File: src/rtl/core/asm_pkg.sv
// ----------------------------------------------------------------------------
// Alive supervision monitor package
// Shared types, codes and widths for the alive supervision monitor.
// ----------------------------------------------------------------------------
`timescale 1ns / 1ps

package asm_pkg;

  localparam int OP_W        = 3;
  localparam int TIME_W      = 64;
  localparam int COUNT_W     = 32;
  localparam int CFG_INDEX_W = 3;
  localparam int CFG_DATA_W  = 64;

  // Iteration counts of the shared divide / multiply unit.
  localparam int DIV_STEPS = TIME_W;
  localparam int MUL_STEPS = COUNT_W;

  localparam logic [TIME_W-1:0]  TIME_MAX  = '1;
  localparam logic [COUNT_W-1:0] COUNT_MAX = '1;

  // Event operation codes.
  localparam logic [OP_W-1:0] OP_CHECKPOINT      = 3'd0;
  localparam logic [OP_W-1:0] OP_ACTIVATE        = 3'd1;
  localparam logic [OP_W-1:0] OP_DEACTIVATE      = 3'd2;
  localparam logic [OP_W-1:0] OP_CRASH_RECOVERED = 3'd3;
  localparam logic [OP_W-1:0] OP_SYNC            = 3'd4;
  localparam logic [OP_W-1:0] OP_DATA_LOSS       = 3'd5;

  // Configuration register indexes.
  localparam logic [CFG_INDEX_W-1:0] REG_REFERENCE_CYCLE  = 3'd0;
  localparam logic [CFG_INDEX_W-1:0] REG_MIN_INDICATIONS  = 3'd1;
  localparam logic [CFG_INDEX_W-1:0] REG_MAX_INDICATIONS  = 3'd2;
  localparam logic [CFG_INDEX_W-1:0] REG_MIN_CHECK_OFF    = 3'd3;
  localparam logic [CFG_INDEX_W-1:0] REG_MAX_CHECK_OFF    = 3'd4;
  localparam logic [CFG_INDEX_W-1:0] REG_FAILED_TOLERANCE = 3'd5;

  typedef enum logic [1:0] {
    ALIVE_DEACTIVATED = 2'd0,
    ALIVE_OK          = 2'd1,
    ALIVE_FAILED      = 2'd2,
    ALIVE_EXPIRED     = 2'd3
  } alive_state_t;

  typedef enum logic [1:0] {
    CAUSE_NONE      = 2'd0,
    CAUSE_DATA_LOSS = 2'd1,
    CAUSE_TOLERANCE = 2'd2,
    CAUSE_OVERFLOW  = 2'd3
  } expire_cause_t;

  // Outcome of the loop head that decides whether a passed cycle end is evaluated.
  typedef enum logic [1:0] {
    CHK_EXIT   = 2'd0,
    CHK_DIVIDE = 2'd1,
    CHK_SKIP   = 2'd2
  } check_outcome_t;

  typedef enum logic [3:0] {
    C_IDLE  = 4'd0,
    C_CHECK = 4'd1,
    C_DIV   = 4'd2,
    C_SKIP  = 4'd3,
    C_MUL   = 4'd4,
    C_EVAL  = 4'd5,
    C_OP    = 4'd6,
    C_DONE  = 4'd7
  } ctrl_state_t;

  typedef struct packed {
    logic load;
    logic check;
    logic div_commit;
    logic skip;
    logic mul_commit;
    logic eval;
    logic op;
    logic out_load;
  } dp_cmd_t;

  typedef struct packed {
    check_outcome_t chk;
    logic           skip_mul;
    logic           arith_done;
    logic           out_free;
  } dp_status_t;

  typedef struct packed {
    logic div;
    logic mul;
  } arith_cmd_t;

endpackage

File: src/rtl/core/asm_arith.sv
// ----------------------------------------------------------------------------
// Alive supervision divide / multiply unit
// Restoring divider (one quotient bit per cycle) and shift-add multiplier
// (one multiplier bit per cycle) sharing one set of working registers.
// ----------------------------------------------------------------------------
`timescale 1ns / 1ps

module asm_arith (
  input  logic                        clk,
  input  logic                        rst,
  input  asm_pkg::arith_cmd_t         cmd,
  input  logic [asm_pkg::TIME_W-1:0]  dividend,
  input  logic [asm_pkg::TIME_W-1:0]  divisor,
  input  logic [asm_pkg::COUNT_W-1:0] multiplier,
  input  logic [asm_pkg::TIME_W-1:0]  multiplicand,
  output logic                        done,
  output logic [asm_pkg::TIME_W-1:0]  quotient,
  output logic [asm_pkg::TIME_W-1:0]  remainder,
  output logic [asm_pkg::TIME_W-1:0]  product
);
  import asm_pkg::*;

  localparam int STEP_W = $clog2(DIV_STEPS + 1);

  logic              busy;
  logic              mul_mode;
  logic [STEP_W-1:0] steps;
  logic [TIME_W-1:0] acc;
  logic [TIME_W-1:0] work;
  logic [COUNT_W-1:0] mplier;

  logic [TIME_W:0]   rem_sh;
  logic [TIME_W:0]   rem_sub;
  logic              rem_ge;

  // The accumulator holds the partial remainder in divide mode and the
  // running product in multiply mode.
  assign rem_sh  = {acc, work[TIME_W-1]};
  assign rem_ge  = rem_sh >= {1'b0, divisor};
  assign rem_sub = rem_sh - {1'b0, divisor};

  assign quotient  = work;
  assign remainder = acc;
  assign product   = acc;

  always_ff @(posedge clk) begin
    if (rst) begin
      busy     <= 1'b0;
      done     <= 1'b0;
      mul_mode <= 1'b0;
      steps    <= '0;
    end else begin
      done <= 1'b0;
      if (cmd.div) begin
        busy     <= 1'b1;
        mul_mode <= 1'b0;
        steps    <= STEP_W'(DIV_STEPS);
      end else if (cmd.mul) begin
        busy     <= 1'b1;
        mul_mode <= 1'b1;
        steps    <= STEP_W'(MUL_STEPS);
      end else if (busy) begin
        steps <= steps - STEP_W'(1);
        if (steps == STEP_W'(1)) begin
          busy <= 1'b0;
          done <= 1'b1;
        end
      end
    end
  end

  always_ff @(posedge clk) begin
    if (cmd.div) begin
      acc  <= '0;
      work <= dividend;
    end else if (cmd.mul) begin
      acc    <= '0;
      work   <= multiplicand;
      mplier <= multiplier;
    end else if (busy) begin
      if (mul_mode) begin
        if (mplier[0]) begin
          acc <= acc + work;
        end
        work   <= {work[TIME_W-2:0], 1'b0};
        mplier <= {1'b0, mplier[COUNT_W-1:1]};
      end else begin
        acc  <= rem_ge ? rem_sub[TIME_W-1:0] : rem_sh[TIME_W-1:0];
        work <= {work[TIME_W-2:0], rem_ge};
      end
    end
  end

endmodule

File: src/rtl/core/asm_dp.sv
// ----------------------------------------------------------------------------
// Alive supervision datapath
// Configuration, supervision state, cycle-end arithmetic and result register.
// ----------------------------------------------------------------------------
`timescale 1ns / 1ps

module asm_dp (
  input  logic                            clk,
  input  logic                            rst,
  input  logic                            cfg_wen,
  input  logic [asm_pkg::CFG_INDEX_W-1:0] cfg_index,
  input  logic [asm_pkg::CFG_DATA_W-1:0]  cfg_data,
  input  logic [asm_pkg::OP_W-1:0]        operation,
  input  logic [asm_pkg::TIME_W-1:0]      event_time,
  input  asm_pkg::dp_cmd_t                cmd,
  output asm_pkg::dp_status_t             stat,
  input  logic                            result_stall,
  output logic                            result_valid,
  output logic [1:0]                      status,
  output logic [asm_pkg::TIME_W-1:0]      status_time,
  output logic [1:0]                      expire_cause,
  output logic                            status_changed,
  output logic [asm_pkg::COUNT_W-1:0]     failed_count
);
  import asm_pkg::*;

  // Configuration.
  logic [TIME_W-1:0]  ref_cycle, ref_cycle_next;
  logic [COUNT_W-1:0] min_ind, min_ind_next;
  logic [COUNT_W-1:0] max_ind, max_ind_next;
  logic               min_off, min_off_next;
  logic               max_off, max_off_next;
  logic [COUNT_W-1:0] fail_tol, fail_tol_next;

  // Supervision state.
  alive_state_t       alive_state, alive_state_next;
  logic [TIME_W-1:0]  cycle_end, cycle_end_next;
  logic [COUNT_W-1:0] ind_count, ind_count_next;
  logic [COUNT_W-1:0] fail_cycles, fail_cycles_next;
  logic [TIME_W-1:0]  last_sync, last_sync_next;
  logic [TIME_W-1:0]  event_stamp, event_stamp_next;
  expire_cause_t      last_cause, last_cause_next;

  // Per-event working registers.
  logic [OP_W-1:0]    op_reg, op_reg_next;
  logic [TIME_W-1:0]  t_reg, t_reg_next;
  logic               changed, changed_next;
  logic               have_m, have_m_next;
  logic [TIME_W-1:0]  m_left, m_left_next;
  logic [TIME_W-1:0]  last_end, last_end_next;

  // Result register.
  logic               result_valid_next;
  logic [1:0]         status_next;
  logic [TIME_W-1:0]  status_time_next;
  logic [1:0]         expire_cause_next;
  logic               status_changed_next;
  logic [COUNT_W-1:0] failed_count_next;

  logic               active;
  logic               is_sync;
  logic               is_loss;
  logic               cyc_err;
  logic [TIME_W:0]    c_plus;
  logic [TIME_W:0]    t_plus;
  logic [TIME_W-1:0]  div_dividend;
  check_outcome_t     chk;

  logic               skip_full;
  logic               span_valid;
  logic               span_dec;
  logic [COUNT_W-1:0] span;
  logic               span_covers;
  logic               skip_mul;
  logic [COUNT_W-1:0] fc_adjusted;

  arith_cmd_t         arith_cmd;
  logic               arith_done;
  logic [TIME_W-1:0]  quotient;
  logic [TIME_W-1:0]  remainder;
  logic [TIME_W-1:0]  product;

  assign active  = (alive_state == ALIVE_OK) || (alive_state == ALIVE_FAILED);
  assign is_sync = (op_reg == OP_SYNC);
  assign is_loss = (op_reg == OP_DATA_LOSS);
  assign cyc_err = (!min_off && (ind_count < min_ind)) || (!max_off && (ind_count > max_ind));
  assign c_plus  = {1'b0, cycle_end} + {1'b0, ref_cycle};
  assign t_plus  = {1'b0, t_reg} + {1'b0, ref_cycle};

  // t - c - 1 for ordinary events, t - c for a sync.
  assign div_dividend = t_reg + ~cycle_end + {{(TIME_W-1){1'b0}}, is_sync};

  always_comb begin
    chk = CHK_EXIT;
    if (!is_loss && active) begin
      if (have_m) begin
        if (m_left != '0) begin
          chk = CHK_SKIP;
        end
      end else if (cycle_end < t_reg) begin
        chk = CHK_DIVIDE;
      end else if ((cycle_end == t_reg) && is_sync) begin
        chk = CHK_SKIP;
      end
    end
  end

  // Identical empty cycles are skipped in one go as far as the failed count allows.
  always_comb begin
    skip_full  = 1'b0;
    span_valid = 1'b0;
    span_dec   = 1'b0;
    span       = '0;
    if ((ind_count == '0) && (m_left != '0)) begin
      if ((alive_state == ALIVE_OK) && !cyc_err) begin
        skip_full = 1'b1;
      end else if ((alive_state == ALIVE_FAILED) && !cyc_err && (fail_cycles > COUNT_W'(1))) begin
        span_valid = 1'b1;
        span_dec   = 1'b1;
        span       = fail_cycles - COUNT_W'(1);
      end else if ((alive_state == ALIVE_FAILED) && cyc_err && (fail_tol > fail_cycles)) begin
        span_valid = 1'b1;
        span       = fail_tol - fail_cycles;
      end
    end
  end

  assign span_covers = {{(TIME_W-COUNT_W){1'b0}}, span} >= m_left;
  assign skip_mul    = span_valid && !span_covers;
  assign fc_adjusted = span_dec ? (fail_cycles - m_left[COUNT_W-1:0])
                                : (fail_cycles + m_left[COUNT_W-1:0]);

  assign arith_cmd.div = cmd.check && (chk == CHK_DIVIDE);
  assign arith_cmd.mul = cmd.skip && skip_mul;

  asm_arith u_arith (
    .clk          (clk),
    .rst          (rst),
    .cmd          (arith_cmd),
    .dividend     (div_dividend),
    .divisor      (ref_cycle),
    .multiplier   (span),
    .multiplicand (ref_cycle),
    .done         (arith_done),
    .quotient     (quotient),
    .remainder    (remainder),
    .product      (product)
  );

  assign stat.chk        = chk;
  assign stat.skip_mul   = skip_mul;
  assign stat.arith_done = arith_done;
  assign stat.out_free   = !result_valid || !result_stall;

  always_comb begin
    logic          nc;
    logic          act_req;
    logic          exp_req;
    expire_cause_t exp_cause;

    nc        = 1'b0;
    act_req   = 1'b0;
    exp_req   = 1'b0;
    exp_cause = CAUSE_NONE;

    ref_cycle_next      = ref_cycle;
    min_ind_next        = min_ind;
    max_ind_next        = max_ind;
    min_off_next        = min_off;
    max_off_next        = max_off;
    fail_tol_next       = fail_tol;
    alive_state_next    = alive_state;
    cycle_end_next      = cycle_end;
    ind_count_next      = ind_count;
    fail_cycles_next    = fail_cycles;
    last_sync_next      = last_sync;
    event_stamp_next    = event_stamp;
    last_cause_next     = last_cause;
    op_reg_next         = op_reg;
    t_reg_next          = t_reg;
    changed_next        = changed;
    have_m_next         = have_m;
    m_left_next         = m_left;
    last_end_next       = last_end;
    result_valid_next   = result_valid;
    status_next         = status;
    status_time_next    = status_time;
    expire_cause_next   = expire_cause;
    status_changed_next = status_changed;
    failed_count_next   = failed_count;

    if (cmd.load) begin
      op_reg_next  = operation;
      t_reg_next   = event_time;
      changed_next = 1'b0;
      have_m_next  = 1'b0;
    end

    if (cmd.check && (chk == CHK_SKIP)) begin
      if (have_m) begin
        m_left_next = m_left - TIME_W'(1);
      end else begin
        m_left_next = '0;
        have_m_next = 1'b1;
      end
    end

    // m_left counts the further cycle ends before the event time; last_end is
    // the last of them.
    if (cmd.div_commit) begin
      m_left_next   = quotient;
      last_end_next = t_reg + ~remainder + {{(TIME_W-1){1'b0}}, is_sync};
      have_m_next   = 1'b1;
    end

    if (cmd.skip) begin
      if (skip_full) begin
        cycle_end_next = last_end;
        m_left_next    = '0;
      end else if (span_valid) begin
        if (span_covers) begin
          cycle_end_next   = last_end;
          m_left_next      = '0;
          fail_cycles_next = fc_adjusted;
        end else begin
          fail_cycles_next = span_dec ? COUNT_W'(1) : fail_tol;
          m_left_next      = m_left - {{(TIME_W-COUNT_W){1'b0}}, span};
        end
      end
    end

    if (cmd.mul_commit) begin
      cycle_end_next = cycle_end + product;
    end

    if (cmd.eval) begin
      event_stamp_next = cycle_end;
      case (alive_state)
        ALIVE_OK: begin
          if (cyc_err) begin
            if (fail_cycles < fail_tol) begin
              alive_state_next = ALIVE_FAILED;
              fail_cycles_next = fail_cycles + COUNT_W'(1);
              changed_next     = 1'b1;
              nc               = 1'b1;
            end else begin
              exp_req   = 1'b1;
              exp_cause = CAUSE_TOLERANCE;
            end
          end else begin
            nc = 1'b1;
          end
        end
        ALIVE_FAILED: begin
          if (cyc_err) begin
            if (fail_cycles == COUNT_MAX) begin
              exp_req   = 1'b1;
              exp_cause = CAUSE_OVERFLOW;
            end else if (fail_cycles < fail_tol) begin
              fail_cycles_next = fail_cycles + COUNT_W'(1);
              nc               = 1'b1;
            end else begin
              exp_req   = 1'b1;
              exp_cause = CAUSE_TOLERANCE;
            end
          end else begin
            if (fail_cycles <= COUNT_W'(1)) begin
              alive_state_next = ALIVE_OK;
              fail_cycles_next = '0;
              changed_next     = 1'b1;
            end else begin
              fail_cycles_next = fail_cycles - COUNT_W'(1);
            end
            nc = 1'b1;
          end
        end
        default: begin
        end
      endcase
      // Start of the next reference cycle.
      if (nc) begin
        if (c_plus[TIME_W]) begin
          event_stamp_next = TIME_MAX;
          exp_req          = 1'b1;
          exp_cause        = CAUSE_OVERFLOW;
        end else begin
          cycle_end_next = c_plus[TIME_W-1:0];
          ind_count_next = '0;
        end
      end
    end

    if (cmd.op) begin
      case (op_reg)
        OP_CHECKPOINT: begin
          if (active) begin
            if (ind_count == COUNT_MAX) begin
              event_stamp_next = t_reg;
              exp_req          = 1'b1;
              exp_cause        = CAUSE_OVERFLOW;
            end else begin
              ind_count_next = ind_count + COUNT_W'(1);
            end
          end
        end
        OP_ACTIVATE: begin
          if (alive_state == ALIVE_DEACTIVATED) begin
            act_req = 1'b1;
          end
        end
        OP_DEACTIVATE: begin
          if (alive_state != ALIVE_DEACTIVATED) begin
            event_stamp_next = t_reg;
            alive_state_next = ALIVE_DEACTIVATED;
            fail_cycles_next = '0;
            ind_count_next   = '0;
            cycle_end_next   = TIME_MAX;
            changed_next     = 1'b1;
          end
        end
        OP_CRASH_RECOVERED: begin
          alive_state_next = ALIVE_DEACTIVATED;
          fail_cycles_next = '0;
          ind_count_next   = '0;
          cycle_end_next   = TIME_MAX;
          changed_next     = 1'b1;
          act_req          = 1'b1;
        end
        OP_SYNC: begin
          last_sync_next = t_reg;
        end
        OP_DATA_LOSS: begin
          event_stamp_next = (t_reg == '0) ? last_sync : t_reg;
          if (alive_state != ALIVE_EXPIRED) begin
            exp_req   = 1'b1;
            exp_cause = CAUSE_DATA_LOSS;
          end
        end
        default: begin
        end
      endcase
      if (act_req) begin
        if (t_plus[TIME_W]) begin
          event_stamp_next = TIME_MAX;
          exp_req          = 1'b1;
          exp_cause        = CAUSE_OVERFLOW;
        end else begin
          cycle_end_next   = t_plus[TIME_W-1:0];
          event_stamp_next = t_reg;
          alive_state_next = ALIVE_OK;
          fail_cycles_next = '0;
          changed_next     = 1'b1;
        end
      end
    end

    if (exp_req) begin
      alive_state_next = ALIVE_EXPIRED;
      fail_cycles_next = fail_tol;
      ind_count_next   = '0;
      cycle_end_next   = TIME_MAX;
      last_cause_next  = exp_cause;
      changed_next     = 1'b1;
    end

    if (cfg_wen) begin
      unique case (cfg_index)
        REG_REFERENCE_CYCLE:  ref_cycle_next = (cfg_data == '0) ? TIME_W'(1) : cfg_data;
        REG_MIN_INDICATIONS:  min_ind_next   = cfg_data[COUNT_W-1:0];
        REG_MAX_INDICATIONS:  max_ind_next   = cfg_data[COUNT_W-1:0];
        REG_MIN_CHECK_OFF:    min_off_next   = cfg_data[0];
        REG_MAX_CHECK_OFF:    max_off_next   = cfg_data[0];
        REG_FAILED_TOLERANCE: fail_tol_next  = cfg_data[COUNT_W-1:0];
        default: begin
        end
      endcase
    end

    if (cmd.out_load) begin
      result_valid_next   = 1'b1;
      status_next         = alive_state;
      status_time_next    = event_stamp;
      expire_cause_next   = (alive_state == ALIVE_EXPIRED) ? last_cause : CAUSE_NONE;
      status_changed_next = changed;
      failed_count_next   = fail_cycles;
    end else if (result_valid && !result_stall) begin
      result_valid_next = 1'b0;
    end
  end

  always_ff @(posedge clk) begin
    if (rst) begin
      ref_cycle    <= TIME_W'(1);
      min_ind      <= '0;
      max_ind      <= COUNT_MAX;
      min_off      <= 1'b0;
      max_off      <= 1'b0;
      fail_tol     <= '0;
      alive_state  <= ALIVE_DEACTIVATED;
      cycle_end    <= TIME_MAX;
      ind_count    <= '0;
      fail_cycles  <= '0;
      last_sync    <= '0;
      event_stamp  <= '0;
      last_cause   <= CAUSE_NONE;
      result_valid <= 1'b0;
    end else begin
      ref_cycle    <= ref_cycle_next;
      min_ind      <= min_ind_next;
      max_ind      <= max_ind_next;
      min_off      <= min_off_next;
      max_off      <= max_off_next;
      fail_tol     <= fail_tol_next;
      alive_state  <= alive_state_next;
      cycle_end    <= cycle_end_next;
      ind_count    <= ind_count_next;
      fail_cycles  <= fail_cycles_next;
      last_sync    <= last_sync_next;
      event_stamp  <= event_stamp_next;
      last_cause   <= last_cause_next;
      result_valid <= result_valid_next;
    end
  end

  always_ff @(posedge clk) begin
    op_reg         <= op_reg_next;
    t_reg          <= t_reg_next;
    changed        <= changed_next;
    have_m         <= have_m_next;
    m_left         <= m_left_next;
    last_end       <= last_end_next;
    status         <= status_next;
    status_time    <= status_time_next;
    expire_cause   <= expire_cause_next;
    status_changed <= status_changed_next;
    failed_count   <= failed_count_next;
  end

endmodule

File: src/rtl/core/asm_ctrl.sv
// ----------------------------------------------------------------------------
// Alive supervision controller
// Sequences one event through the cycle-end loop and the event handling.
// ----------------------------------------------------------------------------
`timescale 1ns / 1ps

module asm_ctrl (
  input  logic                clk,
  input  logic                rst,
  input  logic                item_valid,
  output logic                item_stall,
  input  asm_pkg::dp_status_t stat,
  output asm_pkg::dp_cmd_t    cmd
);
  import asm_pkg::*;

  ctrl_state_t state, state_next;

  always_ff @(posedge clk) begin
    if (rst) begin
      state <= C_IDLE;
    end else begin
      state <= state_next;
    end
  end

  always_comb begin
    state_next = state;
    cmd        = '0;
    item_stall = 1'b1;
    unique case (state)
      C_IDLE: begin
        item_stall = 1'b0;
        if (item_valid) begin
          cmd.load   = 1'b1;
          state_next = C_CHECK;
        end
      end
      C_CHECK: begin
        cmd.check = 1'b1;
        case (stat.chk)
          CHK_DIVIDE: state_next = C_DIV;
          CHK_SKIP:   state_next = C_SKIP;
          default:    state_next = C_OP;
        endcase
      end
      C_DIV: begin
        if (stat.arith_done) begin
          cmd.div_commit = 1'b1;
          state_next     = C_SKIP;
        end
      end
      C_SKIP: begin
        cmd.skip   = 1'b1;
        state_next = stat.skip_mul ? C_MUL : C_EVAL;
      end
      C_MUL: begin
        if (stat.arith_done) begin
          cmd.mul_commit = 1'b1;
          state_next     = C_EVAL;
        end
      end
      C_EVAL: begin
        cmd.eval   = 1'b1;
        state_next = C_CHECK;
      end
      C_OP: begin
        cmd.op     = 1'b1;
        state_next = C_DONE;
      end
      C_DONE: begin
        if (stat.out_free) begin
          cmd.out_load = 1'b1;
          state_next   = C_IDLE;
        end
      end
      default: begin
        state_next = C_IDLE;
      end
    endcase
  end

endmodule

File: src/rtl/core/alive_supervision_monitor_top.sv
// ----------------------------------------------------------------------------
// Alive supervision monitor, top level
// Watchdog over time-ordered alive checkpoint events, one result per event.
// ----------------------------------------------------------------------------
// Usage:
// Events arrive on the item channel (operation, event_time) and each accepted
// transfer yields exactly one transfer on the result channel (status,
// status_time, expire_cause, status_changed, failed_count). Both channels use
// valid/stall; a transfer happens on a rising edge with valid high and stall low.
// The configuration registers are written through cfg_wen/cfg_index/cfg_data
// while no event is in flight.
// Event flow: an event with no passed reference cycle end goes through accept,
// loop check, event handling and result load. When cycle ends have passed, the
// first loop pass runs the 64-step divider to count them, and each loop pass
// goes through check, skip and evaluation, plus the 32-step multiplier when a
// partial run of empty cycles is skipped. A gap takes at most three loop
// passes and one multiply.
// The item side is stalled while an event is worked on; one finished result
// can wait in the output register while the next event is accepted.
// A stalled result holds its value until taken.
// Reset (synchronous, active high) restores the register defaults and the
// deactivated status, and empties the output register.
// ----------------------------------------------------------------------------
`timescale 1ns / 1ps

module alive_supervision_monitor_top (
  input  logic                            clk,
  input  logic                            rst,
  input  logic                            cfg_wen,
  input  logic [asm_pkg::CFG_INDEX_W-1:0] cfg_index,
  input  logic [asm_pkg::CFG_DATA_W-1:0]  cfg_data,
  input  logic                            item_valid,
  output logic                            item_stall,
  input  logic [asm_pkg::OP_W-1:0]        operation,
  input  logic [asm_pkg::TIME_W-1:0]      event_time,
  output logic                            result_valid,
  input  logic                            result_stall,
  output logic [1:0]                      status,
  output logic [asm_pkg::TIME_W-1:0]      status_time,
  output logic [1:0]                      expire_cause,
  output logic                            status_changed,
  output logic [asm_pkg::COUNT_W-1:0]     failed_count
);
  import asm_pkg::*;

  // Command and status between the sequencer and the datapath.
  dp_cmd_t    cmd;
  dp_status_t stat;

  asm_ctrl u_ctrl (
    .clk        (clk),
    .rst        (rst),
    .item_valid (item_valid),
    .item_stall (item_stall),
    .stat       (stat),
    .cmd        (cmd)
  );

  // The datapath holds configuration, supervision state, the shared
  // divide/multiply unit and the result register.
  asm_dp u_dp (
    .clk            (clk),
    .rst            (rst),
    .cfg_wen        (cfg_wen),
    .cfg_index      (cfg_index),
    .cfg_data       (cfg_data),
    .operation      (operation),
    .event_time     (event_time),
    .cmd            (cmd),
    .stat           (stat),
    .result_stall   (result_stall),
    .result_valid   (result_valid),
    .status         (status),
    .status_time    (status_time),
    .expire_cause   (expire_cause),
    .status_changed (status_changed),
    .failed_count   (failed_count)
  );

endmodule

File: config.mk
export PLATFORM = sky130hd
export DESIGN_NAME = alive_supervision_monitor_top
export DESIGN_NICKNAME = d
export VERILOG_FILES = /design/src/rtl/core/asm_pkg.sv /design/src/rtl/core/asm_arith.sv /design/src/rtl/core/asm_dp.sv /design/src/rtl/core/asm_ctrl.sv /design/src/rtl/core/alive_supervision_monitor_top.sv
export SDC_FILE = /design/constraint.sdc
export NUM_CORES = 2
export LEC_CHECK = 0
export ABC_AREA = 1
export ABC_CLOCK_PERIOD_IN_PS = 8650
export BUFFER_PORTS_ARGS = -buffer_cell sky130_fd_sc_hd__buf_2
export CORE_MARGIN = 2
export CORE_UTILIZATION = 42
export DETAILED_ROUTE_END_ITERATION = 12
export PLACE_DENSITY = 0.65
export SLEW_MARGIN = 20
export SYNTH_ARGS = -nofsm -noshare
export SYNTH_HDL_FRONTEND = slang
export SYNTH_SLANG_ARGS = --single-unit
File: constraint.sdc
create_clock -name clk -period 8.65 [get_ports clk]
set_clock_uncertainty 0.05 [all_clocks]
set_input_delay 2.1625 -clock clk [delete_from_list [all_inputs] [get_ports clk]]
set_output_delay 2.1625 -clock clk [all_outputs]
set_load 0.02 [all_outputs]
==> results.cfg <==
[routing]
drtIter0Drc = 11400
vias_per_cell = 5.99
vias = 92500
drc = 0
wl_per_cell_um = 27.4
drt_pass1_iterations = 7
wl_um = 424000
antenna_left = 0

[floorplanning]
start_util_pct = 42.3
ios = 242
die_area_sq_um = 200000
die_y_um = 447
num_rows = 162
die_x_um = 447
core_area_sq_um = 195000

[critical_path]
reg2reg_from = u_dp.fail_cycles[23]
cp_num_buf_inv = 6
reg2reg_to = u_dp.cycle_end[23]
path_depth = 40
endpoint = u_dp.cycle_end[23]
crit_required_ns = 9.28
arrival_ns = 8.44
critPathTopFamily = simple AND/OR/NAND/NOR gates
end_kind = register
crit_path_max_fanout = 47
worstSetupPathType = register to register
start_kind = register
critPathMostFrequentCell = nand2_1
rrSetupSlack_ns = 0.84
critPathMaxStageDelay_ns = 0.59
crit_slowest_cell = dfxtp_1
r2r_cells = 40
startpoint = u_dp.fail_cycles[23]

[clocking]
clock_latency_ns = 0.83
tritoncts = built
cts_buffers = 106
clk_path_buf_depth = 3
clk_pin_slew_ns = 0.06
postCtsSetupRepairBufs = 0
htree_levels = 3
postCtsResizedCells = 0
cts_root_buf = clkbuf_16
postCtsHoldBufs = 0
cts.sinks = 894

[sta]
fin_crit_sh_pct = 90.2
worst_slew_pin_slew_ns = 1.25
fin_crit_ns = 7.81
slew_viol_final = 0
hold_viol = 0
layout_setup_ws_ns = 0.844
whs_ns = 0.340
fmax_ghz = 0.128
rsz0062_at_grt = no
relSlewSlack_pct = 16.0
tns_ns = 0
setup_viol = 0

[final_layout]
final_common_cell = nand2_1
fin_nets = 13500
final_area_sq_um = 90600
most-common-layout-cells = nand2_1, inv_1, a21oi_1, o21ai_0, nor2_1
drive_above_1_share_pct = 5.95
area_delta_synth_final_pct = 9.76

[synthesis]
yosysWarnings = 0
ys.flop_type = dfxtp_1
ys_types = 83
synthCells = 12600
synthesis.area_sq_um = 82600
syn_nets = 13400
ys_ff_latch = 894
synth-edff-count = 328
ys_async_sr_fraction_pct = 0
avgSynthCellArea_sq_um = 6.55
yosysSeqAreaShare_pct = 25.7

[power_and_ir_drop]
ir_drop_uv = 265
power.total_mw = 24.2
power_density_nw_per_um2 = 267
leakage_nw = 42.4

[global_routing]
grt_start_max_net_pins = 134
antenna_found_initial = 31
grt-ovfl-total = 0
grt_pass1_vias = 84500
grt_pass1_wl_um = 597000
grtUsageTotal_pct = 40.9

[placement]
gp_congestion = 1.12
place_ws_ns = 1.05
placed_cell_area_sq_um = 86700
port_buffers = 241
hpwl_um = 347000

[worst_hold_path]
min_path_cells = 0
hold_path_class = register to register

[outcome]
status = finished, final reports clean

[flow_run]
drv_cap = 0
-- cells in the mapped netlist, types with 21 or more instances --
| library cell | number | area, sq um |
|---|---|---|
| dfxtp_1 | 566 | 11300 |
| a21boi_0 | 32 | 240 |
| inv_1 | 1767 | 6630 |
| o21bai_1 | 37 | 278 |
| xnor2_1 | 168 | 1470 |
| a21o_1 | 68 | 510 |
| nor3_1 | 173 | 866 |
| inv_2 | 31 | 116 |
| nand2_1 | 2389 | 8970 |
| nand2_2 | 23 | 144 |
| o21ai_1 | 62 | 310 |
| nor2_1 | 1210 | 4540 |
| buf_1 | 29 | 109 |
| clkbuf_1 | 262 | 983 |
| edfxtp_1 | 328 | 9850 |
| o21a_1 | 69 | 518 |
| nor4_1 | 84 | 526 |
| o211ai_1 | 204 | 1530 |
| o22ai_1 | 44 | 275 |
| xor2_1 | 254 | 2220 |
| a21oi_1 | 1545 | 7730 |
| a31oi_1 | 243 | 1520 |
| buf_2 | 82 | 410 |
| nand4_1 | 122 | 763 |
| nand3_1 | 511 | 2560 |
| o21ai_0 | 1210 | 6060 |
| o2111ai_1 | 83 | 727 |
| or2_2 | 45 | 282 |
| a22oi_1 | 21 | 158 |
| ha_1 | 678 | 8480 |
-- layout make-up --
| type | count | area (sq um) |
|---|---|---|
| Antenna cell | 25 | 62.6 |
| Clock buffer | 144 | 3110 |
| Clock inverter | 56 | 702 |
| Fill cell | 20700 | 105000 |
| Inverter | 1814 | 6810 |
| Multi-Input combinational cell | 9504 | 53000 |
| Sequential cell | 894 | 21200 |
| Tap cell | 2624 | 3280 |
| Timing Repair Buffer | 392 | 2440 |
-- per-layer routing --
layer | vias up | track usage [%] | part of all wire [%]
li1 | 43200 | - | -
met1 | 42500 | 47.5 | 37
met2 | 5206 | 63.0 | 43
met3 | 1526 | 7.84 | 8.9
met4 | 18 | 38.7 | 12
met5 | - | 0 | 0.027
-- worst min path at each step --
| stage | slack [ns] | start | endpoint |
|---|---|---|---|
| finish | 0.34 | u_dp.event_stamp[37] | u_dp.status_time[37] |
| global route | 0.35 | u_dp.event_stamp[37] | u_dp.status_time[37] |
| CTS | 0.35 | u_dp.event_stamp[37] | u_dp.status_time[37] |
| detailed placement | 0.36 | u_dp.event_stamp[33] | u_dp.status_time[33] |
| global placement | 0.37 | u_dp.event_stamp[33] | u_dp.status_time[33] |
| floorplan | 0.35 | u_dp.changed | u_dp.status_changed |
-- report_power, final --
part	leakage [nW]	total, mW	switching (mW)	internal (mW)
Clock	1.85	4.95	2.13	2.81
Combinational	33.0	13.8	9.70	4.05
Sequential	7.59	5.52	0.707	4.81
-- cell families after synthesis --
group / synth area share [%]
fa+ha+maj: 10.6
buf+inv: 10.4
flops: 25.7
simple gates: 23.3
compound gates: 25.6
xor+xnor: 4.48
-- metrics by stage --
| stage | instances | utilization (%) |
|---|---|---|
| 4_1_cts | 15400 | 46.4 |
| 3_3_place_gp | 15200 | 44.4 |
| 2_1_floorplan | 12600 | - |
| 3_5_place_dp | 15200 | 44.4 |
| 5_1_grt | 15400 | 46.4 |
| 6_report | 15500 | 46.4 |
(Power assumes the default switching activity.)
